File: src/gdad_pkg.sv
// Types, constants and the microprogram of the Gregorian date adder.
// Used by the sequencer, the datapath and the top level.
package gdad_pkg;

	localparam int unsigned YearW  = 14;
	localparam int unsigned MonthW = 7;
	localparam int unsigned DayW   = 7;
	localparam int unsigned OffW   = 16;
	localparam int unsigned YAccW  = 15;
	localparam int unsigned DAccW  = 17;
	localparam int unsigned UpcW   = 3;
	localparam int unsigned QuotW  = 10;
	localparam int unsigned RecipW = 13;
	localparam int unsigned RecipShift = 17;
	localparam logic [RecipW-1:0] Recip25 = 13'd5243;
	localparam logic [4:0] Mod25Last = 5'd24;
	localparam logic [MonthW-1:0] MonthDec = 7'd12;

	typedef enum logic [2:0] {
		OP_WAIT  = 3'd0,
		OP_QUOT  = 3'd1,
		OP_REM   = 3'd2,
		OP_CHECK = 3'd3,
		OP_WALK  = 3'd4,
		OP_EMIT  = 3'd5
	} op_t;

	typedef enum logic [2:0] {
		C_ALWAYS    = 3'd0,
		C_INPUT     = 3'd1,
		C_INVALID   = 3'd2,
		C_WALK_DONE = 3'd3,
		C_OUT_FREE  = 3'd4
	} cond_t;

	typedef enum logic {
		SEQ_NEXT = 1'b0,
		SEQ_HOLD = 1'b1
	} fall_t;

	typedef struct packed {
		op_t             op;
		cond_t           cond;
		logic [UpcW-1:0] jmp;
		fall_t           fall;
	} uword_t;

	typedef struct packed {
		op_t  op;
		logic take;
	} ctrl_t;

	typedef struct packed {
		logic date_bad;
		logic walk_done;
		logic out_free;
	} stat_t;

	localparam logic [UpcW-1:0] STEP_WAIT  = 3'd0;
	localparam logic [UpcW-1:0] STEP_QUOT  = 3'd1;
	localparam logic [UpcW-1:0] STEP_REM   = 3'd2;
	localparam logic [UpcW-1:0] STEP_CHECK = 3'd3;
	localparam logic [UpcW-1:0] STEP_WALK  = 3'd4;
	localparam logic [UpcW-1:0] STEP_EMIT  = 3'd5;

	function automatic uword_t urom(input logic [UpcW-1:0] addr);
		uword_t w;
		unique case (addr)
			STEP_WAIT:  w = '{op: OP_WAIT,  cond: C_INPUT,     jmp: STEP_QUOT,  fall: SEQ_HOLD};
			STEP_QUOT:  w = '{op: OP_QUOT,  cond: C_ALWAYS,    jmp: STEP_REM,   fall: SEQ_NEXT};
			STEP_REM:   w = '{op: OP_REM,   cond: C_ALWAYS,    jmp: STEP_CHECK, fall: SEQ_NEXT};
			STEP_CHECK: w = '{op: OP_CHECK, cond: C_INVALID,   jmp: STEP_EMIT,  fall: SEQ_NEXT};
			STEP_WALK:  w = '{op: OP_WALK,  cond: C_WALK_DONE, jmp: STEP_EMIT,  fall: SEQ_HOLD};
			STEP_EMIT:  w = '{op: OP_EMIT,  cond: C_OUT_FREE,  jmp: STEP_WAIT,  fall: SEQ_HOLD};
			default:    w = '{op: OP_WAIT,  cond: C_ALWAYS,    jmp: STEP_WAIT,  fall: SEQ_HOLD};
		endcase
		return w;
	endfunction

	function automatic logic [4:0] month_len(input logic [3:0] m, input logic leap);
		logic [4:0] len;
		unique case (m)
			4'd1, 4'd3, 4'd5, 4'd7, 4'd8, 4'd10, 4'd12: len = 5'd31;
			4'd4, 4'd6, 4'd9, 4'd11:                   len = 5'd30;
			4'd2:                                      len = leap ? 5'd29 : 5'd28;
			default:                                   len = 5'd0;
		endcase
		return len;
	endfunction

endpackage

File: src/gregorian_date_add_days_unit.sv
// Top level of the Gregorian date adder: microcoded sequencer plus datapath.
// Depends on gdad_pkg, gdad_seq and gdad_dp.
//
// Usage: an input beat carries year_in, month_in, day_in and offset_days on
// the in channel; one result beat with date_valid, year_out, month_out and
// day_out leaves on the out channel for every input beat.
// Both channels use valid and stall; a beat moves when valid is high and
// stall is low. The block works on one date at a time and holds in_stall
// high from the beat it takes until its result is written to the output
// register.
// After it takes a beat the sequencer runs its quotient, remainder and check
// steps, then the month walk, then the emit step that writes the result
// register. The walk step subtracts one month length per cycle and crosses at
// most about 2160 month ends for the largest offset; the next beat can be
// taken in the cycle after the result is registered.
// An invalid date skips the walk and gives an all-zero result.
// Reset clears the step counter and the output valid flag. While the
// receiver stalls, the result register holds and the sequencer waits in
// its emit step.
module gregorian_date_add_days_unit import gdad_pkg::*; (
	input  logic              clk,
	input  logic              arst_n,
	input  logic              in_valid,
	output logic              in_stall,
	input  logic [YearW-1:0]  year_in,
	input  logic [MonthW-1:0] month_in,
	input  logic [DayW-1:0]   day_in,
	input  logic [OffW-1:0]   offset_days,
	output logic              out_valid,
	input  logic              out_stall,
	output logic              date_valid,
	output logic [YearW-1:0]  year_out,
	output logic [3:0]        month_out,
	output logic [4:0]        day_out
);

	ctrl_t ctrl;
	stat_t stat;

	gdad_seq u_seq (
		.clk      (clk),
		.arst_n   (arst_n),
		.in_valid (in_valid),
		.stat     (stat),
		.ctrl     (ctrl),
		.in_stall (in_stall)
	);

	gdad_dp u_dp (
		.clk         (clk),
		.arst_n      (arst_n),
		.ctrl        (ctrl),
		.year_in     (year_in),
		.month_in    (month_in),
		.day_in      (day_in),
		.offset_days (offset_days),
		.out_stall   (out_stall),
		.stat        (stat),
		.out_valid   (out_valid),
		.date_valid  (date_valid),
		.year_out    (year_out),
		.month_out   (month_out),
		.day_out     (day_out)
	);

endmodule

File: src/gdad_seq.sv
// Microprogram sequencer: step counter, control store and jump logic.
// Depends on gdad_pkg for the control word and status types.
module gdad_seq import gdad_pkg::*; (
	input  logic  clk,
	input  logic  arst_n,
	input  logic  in_valid,
	input  stat_t stat,
	output ctrl_t ctrl,
	output logic  in_stall
);

	logic [UpcW-1:0] upc_q;
	uword_t          cw;
	logic            cond_hit;

	assign cw = urom(upc_q);

	always_comb begin
		unique case (cw.cond)
			C_ALWAYS:    cond_hit = 1'b1;
			C_INPUT:     cond_hit = in_valid;
			C_INVALID:   cond_hit = stat.date_bad;
			C_WALK_DONE: cond_hit = stat.walk_done;
			C_OUT_FREE:  cond_hit = stat.out_free;
			default:     cond_hit = 1'b0;
		endcase
	end

	assign in_stall  = (cw.op != OP_WAIT);
	assign ctrl.op   = cw.op;
	assign ctrl.take = (cw.op == OP_WAIT) && in_valid;

	always_ff @(posedge clk or negedge arst_n) begin
		if (!arst_n) begin
			upc_q <= STEP_WAIT;
		end else if (cond_hit) begin
			upc_q <= cw.jmp;
		end else if (cw.fall == SEQ_NEXT) begin
			upc_q <= upc_q + 1'b1;
		end
	end

endmodule

File: src/gdad_dp.sv
// Datapath of the date adder: date registers, leap test, month walk and result register.
// Depends on gdad_pkg; driven by control words from gdad_seq.
module gdad_dp import gdad_pkg::*; (
	input  logic              clk,
	input  logic              arst_n,
	input  ctrl_t             ctrl,
	input  logic [YearW-1:0]  year_in,
	input  logic [MonthW-1:0] month_in,
	input  logic [DayW-1:0]   day_in,
	input  logic [OffW-1:0]   offset_days,
	input  logic              out_stall,
	output stat_t             stat,
	output logic              out_valid,
	output logic              date_valid,
	output logic [YearW-1:0]  year_out,
	output logic [3:0]        month_out,
	output logic [4:0]        day_out
);

	logic [YAccW-1:0]  y_q;
	logic [MonthW-1:0] m_q;
	logic [DAccW-1:0]  d_q;
	logic [OffW-1:0]   off_q;
	logic [QuotW-1:0]  q_q;
	logic [4:0]        r25_q;
	logic              ok_q;
	logic              out_valid_q;
	logic              date_valid_q;
	logic [YearW-1:0]  year_q;
	logic [3:0]        month_q;
	logic [4:0]        day_q;

	logic [YearW+RecipW-1:0] prod;
	logic [YearW-1:0]        q25;
	logic [YearW-1:0]        diff;
	logic                    leap;
	logic [DAccW-1:0]        len;
	logic                    more;
	logic                    emit;

	assign prod = {{RecipW{1'b0}}, y_q[YearW-1:0]} * {{YearW{1'b0}}, Recip25};
	assign q25  = {q_q, 4'b0} + {1'b0, q_q, 3'b0} + {4'b0, q_q};
	assign diff = y_q[YearW-1:0] - q25;

	assign leap = (y_q[1:0] == 2'b00) && ((r25_q != 5'd0) || (y_q[3:0] == 4'd0));
	assign len  = {{(DAccW-5){1'b0}}, month_len(m_q[3:0], leap)};
	assign more = (d_q > len);

	assign stat.date_bad  = (y_q == '0) || (m_q == '0) || (m_q > MonthDec)
		|| (d_q == '0) || more;
	assign stat.walk_done = !more;
	assign stat.out_free  = !out_valid_q || !out_stall;

	assign emit = (ctrl.op == OP_EMIT) && stat.out_free;

	always_ff @(posedge clk) begin
		unique case (ctrl.op)
			OP_WAIT: begin
				if (ctrl.take) begin
					y_q   <= {1'b0, year_in};
					m_q   <= month_in;
					d_q   <= {{(DAccW-DayW){1'b0}}, day_in};
					off_q <= offset_days;
				end
			end
			OP_QUOT: begin
				q_q <= prod[RecipShift +: QuotW];
			end
			OP_REM: begin
				r25_q <= diff[4:0];
			end
			OP_CHECK: begin
				ok_q <= !stat.date_bad;
				if (!stat.date_bad) begin
					d_q <= d_q + {1'b0, off_q};
				end
			end
			OP_WALK: begin
				if (more) begin
					d_q <= d_q - len;
					if (m_q == MonthDec) begin
						m_q   <= 7'd1;
						y_q   <= y_q + 1'b1;
						r25_q <= (r25_q == Mod25Last) ? 5'd0 : r25_q + 1'b1;
					end else begin
						m_q <= m_q + 1'b1;
					end
				end
			end
			OP_EMIT: begin
				if (emit) begin
					date_valid_q <= ok_q;
					year_q       <= ok_q ? y_q[YearW-1:0] : '0;
					month_q      <= ok_q ? m_q[3:0] : '0;
					day_q        <= ok_q ? d_q[4:0] : '0;
				end
			end
			default: begin
			end
		endcase
	end

	always_ff @(posedge clk or negedge arst_n) begin
		if (!arst_n) begin
			out_valid_q <= 1'b0;
		end else if (emit) begin
			out_valid_q <= 1'b1;
		end else if (!out_stall) begin
			out_valid_q <= 1'b0;
		end
	end

	assign out_valid  = out_valid_q;
	assign date_valid = date_valid_q;
	assign year_out   = year_q;
	assign month_out  = month_q;
	assign day_out    = day_q;

endmodule

File: config.mk
export PLATFORM = sky130hd
export DESIGN_NAME = gregorian_date_add_days_unit
export DESIGN_NICKNAME = d
export VERILOG_FILES = /design/src/gdad_pkg.sv /design/src/gregorian_date_add_days_unit.sv /design/src/gdad_seq.sv /design/src/gdad_dp.sv
export SDC_FILE = /design/constraint.sdc
export NUM_CORES = 1
export LEC_CHECK = 0
export BUFFER_PORTS_ARGS = -buffer_cell sky130_fd_sc_hd__buf_2
export CORE_UTILIZATION = 55
export DETAILED_ROUTE_END_ITERATION = 10
export MAX_ROUTING_LAYER = met4
export PLACE_DENSITY = 0.84
export SLEW_MARGIN = 20
export SYNTH_ARGS = -nofsm -noshare
export SYNTH_HDL_FRONTEND = slang
export SYNTH_SLANG_ARGS = --single-unit
File: constraint.sdc
create_clock -name clk -period 5.9 [get_ports clk]
set_input_delay 1.18 -clock clk [delete_from_list [all_inputs] [get_ports clk]]
set_output_delay 1.18 -clock clk [all_outputs]
set_load 0.02 [all_outputs]
==> reports/results.txt, run 1 <==
TritonCTS Sinks: 94
Via-to-Cell Ratio: 5.69
Crit path max-delay family: adder cells
Yosys cell types: 64
Avg WL per Cell: 17.7 um
CTS Hold Bufs: 0
Hold/Removal Path Class: in2async
Worst setup margin: 0.611 ns
Total GRT Usage: 0.268
Final worst-path cycle share: 0.897
Outcome: complete, no violations
Met3 wire length: 1230 um
CP cell instances: ha_1 > inv_1 > fa_1 > inv_1 > fa_1 > inv_1 > fa_1 > inv_1 > fa_1 > ha_1 > a2111oi_0 > o21ai_0 > o221ai_1 > o21ai_0 > a2111o_1 > o211ai_1
Metal-1 WL: 8170 um
Share of flip-flops with an asynchronous set or reset: 0.0426
Critical Path RT: 6.10 ns
Setup violators final: 0
Worst-Skew Late Latency: 0.36 ns
Clock buffer depth: 2
DIE HEIGHT: 129 um
First-pass GRT wire length: 32,300 um
Unrepaired setup endpoints after global routing: no
Layout cell share with drive strength beyond 1: 0.124
Grt ovf: 0
Starting DRT DRC Count: 518
Routed vias: 6,488
Avg Cell Area, Syn: 10.5 um^2
Slew @ Worst Pin: 0.906 ns
Postcts setup bufs: 0
Max Cap Violations: 0
Detailed Route WL: 20,200 um
Diode count: 0
Syn nets: 1,085
Worst-path clk slew: 0.07 ns
Post-synth top area cell: edfxtp_1
Die width: 129 um
Initial Utilization: 0.561
Ports: 74
Vias in the first global route: 6,501
Synth top area share: 0.305
Gpl congestion: 0.979
Setup TNS Final: 0 ns
Largest net degree at the start of global routing: 37
Most used flip-flop cell after synthesis: edfxtp_1
Max-slew violations: 0
Crit path launch type: flip-flop
Cells after Synth: 843
CTS tree: yes
Root buffer cell: clkbuf_16
Row count: 46
CTS H-tree lvls: 3
Ys Warns: 0
Crit path max-delay cell type: edfxtp_1
Register-to-Register Setup Slack: 0.61 ns
Uppermost layer routed: met4
Dominant cell by count in the synthesized netlist: inv_1
# resized after CTS: 0
Worst setup EP type: flip-flop
Setup CP Type: reg2reg
First-pass DRT Iterations: 6
Seq/Total Area, Yosys: 0.317
Leading post-synthesis cells by cell area: edfxtp_1 31%, ha_1 18%, fa_1 15%
Maximum clock rate: 189 MHz
Slowest stage delay, CP: 0.58 ns
Netlist Area Pre-Place: 8850 um^2
Post-synth EDFFs: 90
Nets: 1,162
#FFs+latches synth: 94
Die area: 16,600 um^2
Critical Path AT: 5.49 ns
Final clock skew: 0.0124 ns
Core ar.: 15,800 um^2
DP HPWL: 15,800 um
P&R area growth vs syn: 10.7%
Port Buf Inserts: 73
Metal2 WL: 9930 um
Worst slack at placement: 0.653 ns
Cts bufs inserted: 9
Most instantiated cells after synthesis: 137 x inv_1, 129 x ha_1, 90 x edfxtp_1
Hold Vio Cnt, Final: 0
Rel. slew slack: 0.396
Tmin final: 5.29 ns
Initial antenna violation count: 0
DRC Markers: 0
Buf/Inv on CP: 4
Antenna Nets Post-Route: 0
Crit-path max FO: 10
-- logic make-up after synthesis --
logic type	synth area share
and+or+nand+nor	0.111
adders and majority gates	0.329
buffers and inverters	0.0660
AOI/OAI and AO/OA	0.112
DFF	0.317
xor gates and xnor gates	0.0614
muxes	0.00339
-- worst paths after layout --
check                                   to  cells after the start        start
setup / recovery               u_dp.q_q[4]                     16  u_dp.y_q[9]
hold / removal              u_seq.upc_q[0]                      1       arst_n
setup reg to reg               u_dp.q_q[4]                     16  u_dp.y_q[9]
hold reg to reg            u_dp.day_out[0]                      1  u_dp.d_q[0]
max in group asynchronous   u_seq.upc_q[2]                      1       arst_n
min in group clk           u_dp.day_out[0]                      1  u_dp.d_q[0]
-- layout make-up --
| cell class | instances | area (um^2) |
|---|---|---|
| timing repair buffer | 80 | 418 |
| fill | 1241 | 5970 |
| tap | 216 | 270 |
| clock inverter | 7 | 96.3 |
| inverter | 138 | 518 |
| sequential | 94 | 2800 |
| multi-input combinational | 597 | 5470 |
| clock buffer | 9 | 225 |
-- per-stage QoR --
stage | instances | utilization | hold WS (ns) | cell area (um^2)
after floorplan | 843 | - | 0.491 | 8850
after global placement | 1125 | 0.601 | 0.597 | 9480
after detailed placement | 1125 | 0.601 | 0.616 | 9480
after CTS | 1141 | 0.622 | 0.612 | 9800
after global routing | 1141 | 0.622 | 0.612 | 9800
final | 1141 | 0.622 | 0.618 | 9800
-- layer usage --
layer,up-vias,track usage
met5,-,-
met4,0,0.117
met3,56,0.0524
met2,282,0.442
met1,3106,0.320
li1,3044,-
-- worst register-to-register path, cell delays in order (launching register included) --
cell       delay, ns
edfxtp_1        0.58
ha_1            0.40
inv_1           0.07
fa_1            0.50
inv_1           0.06
fa_1            0.50
inv_1           0.05
fa_1            0.47
inv_1           0.06
fa_1            0.41
ha_1            0.32
a2111oi_0       0.39
o21ai_0         0.29
o221ai_1        0.31
o21ai_0         0.21
a2111o_1        0.41
o211ai_1        0.10
-- state kept, by name (all words and copies together), names as in the netlist, 4 cells and up --
register	cells
u_dp.y_q	15
u_dp.month_out	4
u_dp.m_q	7
u_dp.off_q	16
u_dp.q_q	5
u_dp.d_q	17
u_dp.day_out	5
u_dp.r25_q	5
u_dp.year_out	14
-- placed cells by master (no fill, tap or decap), types with 4 or more instances in the layout --
cell       synthesis  layout
nand2_1           50      50
clkbuf_16          0       9
and3_1             9       9
inv_1            137     137
o21ai_0           34      34
edfxtp_1          90      90
and2_1            27      27
nor2_1            49      48
o21a_1             4       4
o21bai_1           4       4
o221ai_1           4       4
or3_1              7       7
a211oi_1           7       7
nor4_1             4       4
xnor2_1           37      37
buf_4              3       7
xor2_1            25      25
o22ai_1            9       9
fa_1              65      65
nand2b_1           7       7
dfrtp_1            4       4
nor3_1            15      14
nand4_1            5       5
buf_2              2      73
o211ai_1           4       4
a21oi_1           30      30
ha_1             129     129
nand3_1           13      13
Power of run 1 is left out: the tool's default activity adds up to more than one toggle a clock period on the data nets, which glitch-free logic cannot reach.
==> run 2: changes to the inputs <==
- CTS_BUF_LIST: not set -> sky130_fd_sc_hd__clkbuf_4 sky130_fd_sc_hd__clkbuf_8
==> reports/results.txt, run 2 (synthesis gave the netlist of run 1 again) <==
Vias in the first global route: 6,543
Crit path launch type: flip-flop
Reg2Reg Depth: 16
Port Buf Inserts: 73
Die area: 16,600 um^2
Setup violators final: 0
First-pass DRT Iterations: 5
Crit-path max FO: 10
Max-slew violations: 0
CTS Hold Bufs: 0
Routed vias: 6,469
Clock buffer depth: 2
Commonest non-fill, non-tap cell in the layout: inv_1
Gpl congestion: 0.979
Largest net degree at the start of global routing: 37
FF/Latch Area: 2800 um^2
Maximum clock rate: 189 MHz
Max Cap Violations: 0
Crit path max-delay cell type: edfxtp_1
Area after DPL: 9480 um^2
Biggest register: u_dp.d_q
Unrepaired setup endpoints after global routing: no
Register-to-Register Setup Slack: 0.60 ns
DP HPWL: 15,800 um
Met3 wire length: 1200 um
Initial antenna violation count: 0
Top Registers: u_dp.d_q x17, u_dp.off_q x16, u_dp.y_q x15
Max reg flops: 17
Avg WL per Cell: 17.5 um
Critical Path RT: 6.14 ns
Uppermost layer routed: met4
Via-to-Cell Ratio: 5.67
Diode count: 0
Metal-1 WL: 8070 um
Row count: 46
Metal2 WL: 9730 um
Tmin final: 5.30 ns
Critical Path AT: 5.54 ns
RR Endpoint: u_dp.q_q[4]
TritonCTS Sinks: 94
DIE HEIGHT: 129 um
DRC Markers: 0
Rel. slew slack: 0.410
Total GRT Usage: 0.266
Core ar.: 15,800 um^2
Nets: 1,162
CTS tree: yes
Final worst-path cycle share: 0.898
CTS H-tree lvls: 3
Detailed Route WL: 19,900 um
Buf/Inv on CP: 4
Die width: 129 um
Cts bufs inserted: 9
Slowest stage delay, CP: 0.60 ns
Postcts setup bufs: 0
CP cell instances: ha_1 > inv_1 > fa_1 > inv_1 > fa_1 > inv_1 > fa_1 > inv_1 > fa_1 > ha_1 > a2111oi_0 > o21ai_0 > o221ai_1 > o21ai_0 > a2111o_1 > o211ai_1
Crit path max-delay family: adder cells
Worst-Skew Late Latency: 0.40 ns
Hold/Removal Path Class: in2async
Grt ovf: 0
Area of the multi-input gates: 5470 um^2
Antenna Nets Post-Route: 0
Post-layout instance area: 9700 um^2
P&R area growth vs syn: 9.60%
Initial Utilization: 0.561
Slew @ Worst Pin: 0.885 ns
Starting DRT DRC Count: 488
Worst setup EP type: flip-flop
Final clock skew: 0.0230 ns
Fillers: 1,259
Reg-to-reg startpoint: u_dp.y_q[9]
Worst-path clk slew: 0.10 ns
Layout cell share with drive strength beyond 1: 0.124
Outcome: complete, no violations
Setup TNS Final: 0 ns
First-pass GRT wire length: 32,000 um
Most frequent cells in the layout: 137 x inv_1, 129 x ha_1, 90 x edfxtp_1
Layout Cells excl Fill: 1,141
Hold Vio Cnt, Final: 0
Ports: 74
Root buffer cell: clkbuf_8
# resized after CTS: 0
# placed instances: 1,125
Setup CP Type: reg2reg
==> run 2: cell counts in the layout (fill, tap and decap cells not counted) <==
Identical to the previous run, type by type.
==> run 2: worst max path at each step <==
stage	slack (ns)	start	depth (start not counted)	end
after floorplan	1.17	u_dp.y_q[9]	16	u_dp.q_q[4]
after CTS	0.62	u_dp.y_q[9]	16	u_dp.q_q[4]
after global placement	0.89	u_dp.y_q[9]	16	u_dp.q_q[4]
after global routing	0.29	u_dp.y_q[9]	16	u_dp.q_q[4]
after detailed placement	0.65	u_dp.y_q[9]	16	u_dp.q_q[4]
final	0.60	u_dp.y_q[9]	16	u_dp.q_q[4]
==> run 2: metal layers <==
metal,GRT usage,vias to the layer above
li1,-,3045
met1,0.310,3062
met2,0.431,290
met3,0.0561,72
met4,0.139,0
met5,-,-
==> run 2: area by class of cell <==
type,count,share of cell area
flip-flops and latches,94,0.289
well taps,216,0.0279
repair buffers,80,0.0431
clock inverters,7,0.00993
multi-input cells,597,0.564
inverters,138,0.0534
clock buffers,9,0.0128
==> run 2: per-stage QoR <==
stage,hold WS [ns],util,setup slack [ns]
final,0.586,0.615,0.599
after global routing,0.572,0.615,0.286
after CTS,0.568,0.615,0.619
after detailed placement,0.616,0.601,0.653
after global placement,0.597,0.601,0.890
after floorplan,0.491,-,1.17
Power of run 2 is left out for the same reason.
==> run 3: changes to the inputs <==
--- a/config.mk
+++ b/config.mk
@@ -6,5 +6,6 @@
 export NUM_CORES = 1
 export LEC_CHECK = 0
-export BUFFER_PORTS_ARGS = -buffer_cell sky130_fd_sc_hd__buf_2
+export ABC_AREA = 1
+export BUFFER_PORTS_ARGS = -buffer_cell sky130_fd_sc_hd__buf_4
 export CORE_UTILIZATION = 55
 export CTS_BUF_LIST = sky130_fd_sc_hd__clkbuf_4 sky130_fd_sc_hd__clkbuf_8
==> constraint.sdc (replaced) <==
create_clock -name clk -period 5.9 [get_ports clk]
set_input_delay 1.18 -clock clk [delete_from_list [all_inputs] [get_ports clk]]
set_output_delay 1.18 -clock clk [all_outputs]
set_load 0.01 [all_outputs]
==> reports/results.txt, run 3 <==
Crit path max-delay cell type: edfxtp_1
Dominant cell by count in the synthesized netlist: inv_1
Row count: 46
Core ar.: 16,100 um^2
Buf/Inv on CP: 4
Most instantiated cells after synthesis: 211 x inv_1, 162 x nand2_1, 129 x ha_1
Avg WL per Cell: 15.0 um
Slowest stage delay, CP: 0.60 ns
Setup TNS Final: 0 ns
Hold Slack: 0.574 ns
Starting DRT DRC Count: 522
Port Buf Inserts: 73
Share of flip-flops with an asynchronous set or reset: 0.0426
CP cell instances: ha_1 > inv_1 > fa_1 > inv_1 > fa_1 > inv_1 > fa_1 > inv_1 > fa_1 > ha_1 > a21oi_1 > o21ai_0 > a21oi_1 > nand2_1 > nand3_1 > nand2_1 > a21o_1 > a21oi_1 > xor2_1
Crit path max-delay family: adder cells
Post-synth EDFFs: 90
Commonest non-fill, non-tap cell in the layout: inv_1
DIE HEIGHT: 131 um
Grt ovf: 0
Critical Path RT: 6.03 ns
Netlist Area Pre-Place: 9140 um^2
Tmin final: 4.90 ns
Worst setup EP type: flip-flop
Die width: 131 um
Syn nets: 1,245
Max-slew violations: 0
Antenna Nets Post-Route: 0
Total GRT Usage: 0.257
Setup violators final: 0
TritonCTS Sinks: 94
Rel. slew slack: 0.398
Initial antenna violation count: 0
# resized after CTS: 0
Vias in the first global route: 6,711
DP HPWL: 15,900 um
Slew @ Worst Pin: 0.900 ns
Critical Path AT: 5.03 ns
Top Registers: u_dp.d_q x17, u_dp.off_q x16, u_dp.y_q x15
Reg2Reg Depth: 19
Max reg flops: 17
Cts bufs inserted: 9
CTS Hold Bufs: 0
CTS tree: yes
Biggest register: u_dp.d_q
Hold Vio Cnt, Final: 0
CTS H-tree lvls: 3
Layout Cells excl Fill: 1,300
Layout cell share with drive strength beyond 1: 0.126
Via-to-Cell Ratio: 5.30
Synth top area share: 0.296
Clock buffer depth: 2
WP depth: 19
Diode count: 0
Leading post-synthesis cells by cell area: edfxtp_1 30%, ha_1 18%, fa_1 14%
Root buffer cell: clkbuf_8
Cells after Synth: 1,003
Worst-path clk slew: 0.10 ns
#FFs+latches synth: 94
Largest net degree at the start of global routing: 40
Avg Cell Area, Syn: 9.11 um^2
Max Cap Violations: 0
Die area: 17,100 um^2
First-pass DRT Iterations: 5
Ys Warns: 0
Crit path launch type: flip-flop
Nets: 1,321
Worst-Skew Late Latency: 0.39 ns
Yosys cell types: 41
# placed instances: 1,284
Post-synth top area cell: edfxtp_1
Postcts setup bufs: 0
DRC Markers: 0
Setup CP Type: reg2reg
Most frequent cells in the layout: 211 x inv_1, 162 x nand2_1, 129 x ha_1
Final worst-path cycle share: 0.830
P&R area growth vs syn: 10.7%
Seq/Total Area, Yosys: 0.307
Gpl congestion: 0.946
Register-to-Register Setup Slack: 1.00 ns
Hold Crit Depth: 2
Area of the multi-input gates: 5470 um^2
Maximum clock rate: 204 MHz
Hold/Removal Path Class: reg2reg
Crit-path max FO: 10
Ports: 74
FF/Latch Area: 2800 um^2
Unrepaired setup endpoints after global routing: no
Routed vias: 6,896
Fillers: 1,308
Detailed Route WL: 19,500 um
Initial Utilization: 0.569
Final clock skew: 0.0180 ns
Outcome: complete, no violations
Most used flip-flop cell after synthesis: edfxtp_1
Final core occ: 0.630
First-pass GRT wire length: 32,600 um
-- run 3: cells by family (layout without fill, tap and decap cells) --
family / after synthesis / after routing / share of synthesized area
and+or+nand+nor: 322 / 322 / 0.162
DFF: 94 / 94 / 0.307
adders and majority gates: 194 / 194 / 0.319
AOI/OAI and AO/OA: 122 / 122 / 0.0759
buffers and inverters: 228 / 309 / 0.0956
xor gates and xnor gates: 43 / 43 / 0.0412
-- run 3: area by class of cell --
class / count / area share
clock buffers: 11 / 0.0137
clock inverters: 5 / 0.00346
inverters: 214 / 0.0796
multi-input cells: 681 / 0.541
flip-flops and latches: 94 / 0.277
well taps: 216 / 0.0267
repair buffers: 79 / 0.0586
-- run 3: through the flow --
stage	cell area (um^2)	setup slack, ns
floorplan	9140	1.37
global placement	9940	1.14
detailed placement	9940	1.04
CTS	10100	1.01
global route	10100	0.711
finish	10100	1.00
-- run 3: per-layer routing --
| metal | part of all wire | global-route usage | up-vias |
|---|---|---|---|
| met1 | 0.46 | 0.345 | 3243 |
| li1 | - | - | 3389 |
| met5 | 0 | - | - |
| met3 | 0.059 | 0.0436 | 33 |
| met2 | 0.46 | 0.397 | 231 |
| met4 | 0.022 | 0.0791 | 0 |
-- run 3: path summary, 6_finish.rpt --
kind                         startpoint         endpoint
setup reg to reg           u_dp.y_q[11]      u_dp.q_q[4]
hold / removal              u_dp.d_q[0]  u_dp.day_out[0]
min in group asynchronous        arst_n   u_seq.upc_q[2]
hold reg to reg             u_dp.d_q[0]  u_dp.day_out[0]
setup / recovery           u_dp.y_q[11]      u_dp.q_q[4]
max in group asynchronous        arst_n   u_dp.out_valid
-- run 3: worst register-to-register path, stage by stage, from the launching register on --
cell and delay (ns):
edfxtp_1 0.60, ha_1 0.39, inv_1 0.06, fa_1 0.51, inv_1 0.06, fa_1 0.51
inv_1 0.06, fa_1 0.48, inv_1 0.06, fa_1 0.49, ha_1 0.36, a21oi_1 0.15
o21ai_0 0.11, a21oi_1 0.16, nand2_1 0.10, nand3_1 0.07, nand2_1 0.09, a21o_1 0.19
a21oi_1 0.15, xor2_1 0.08
Power of run 3 is left out for the same reason.
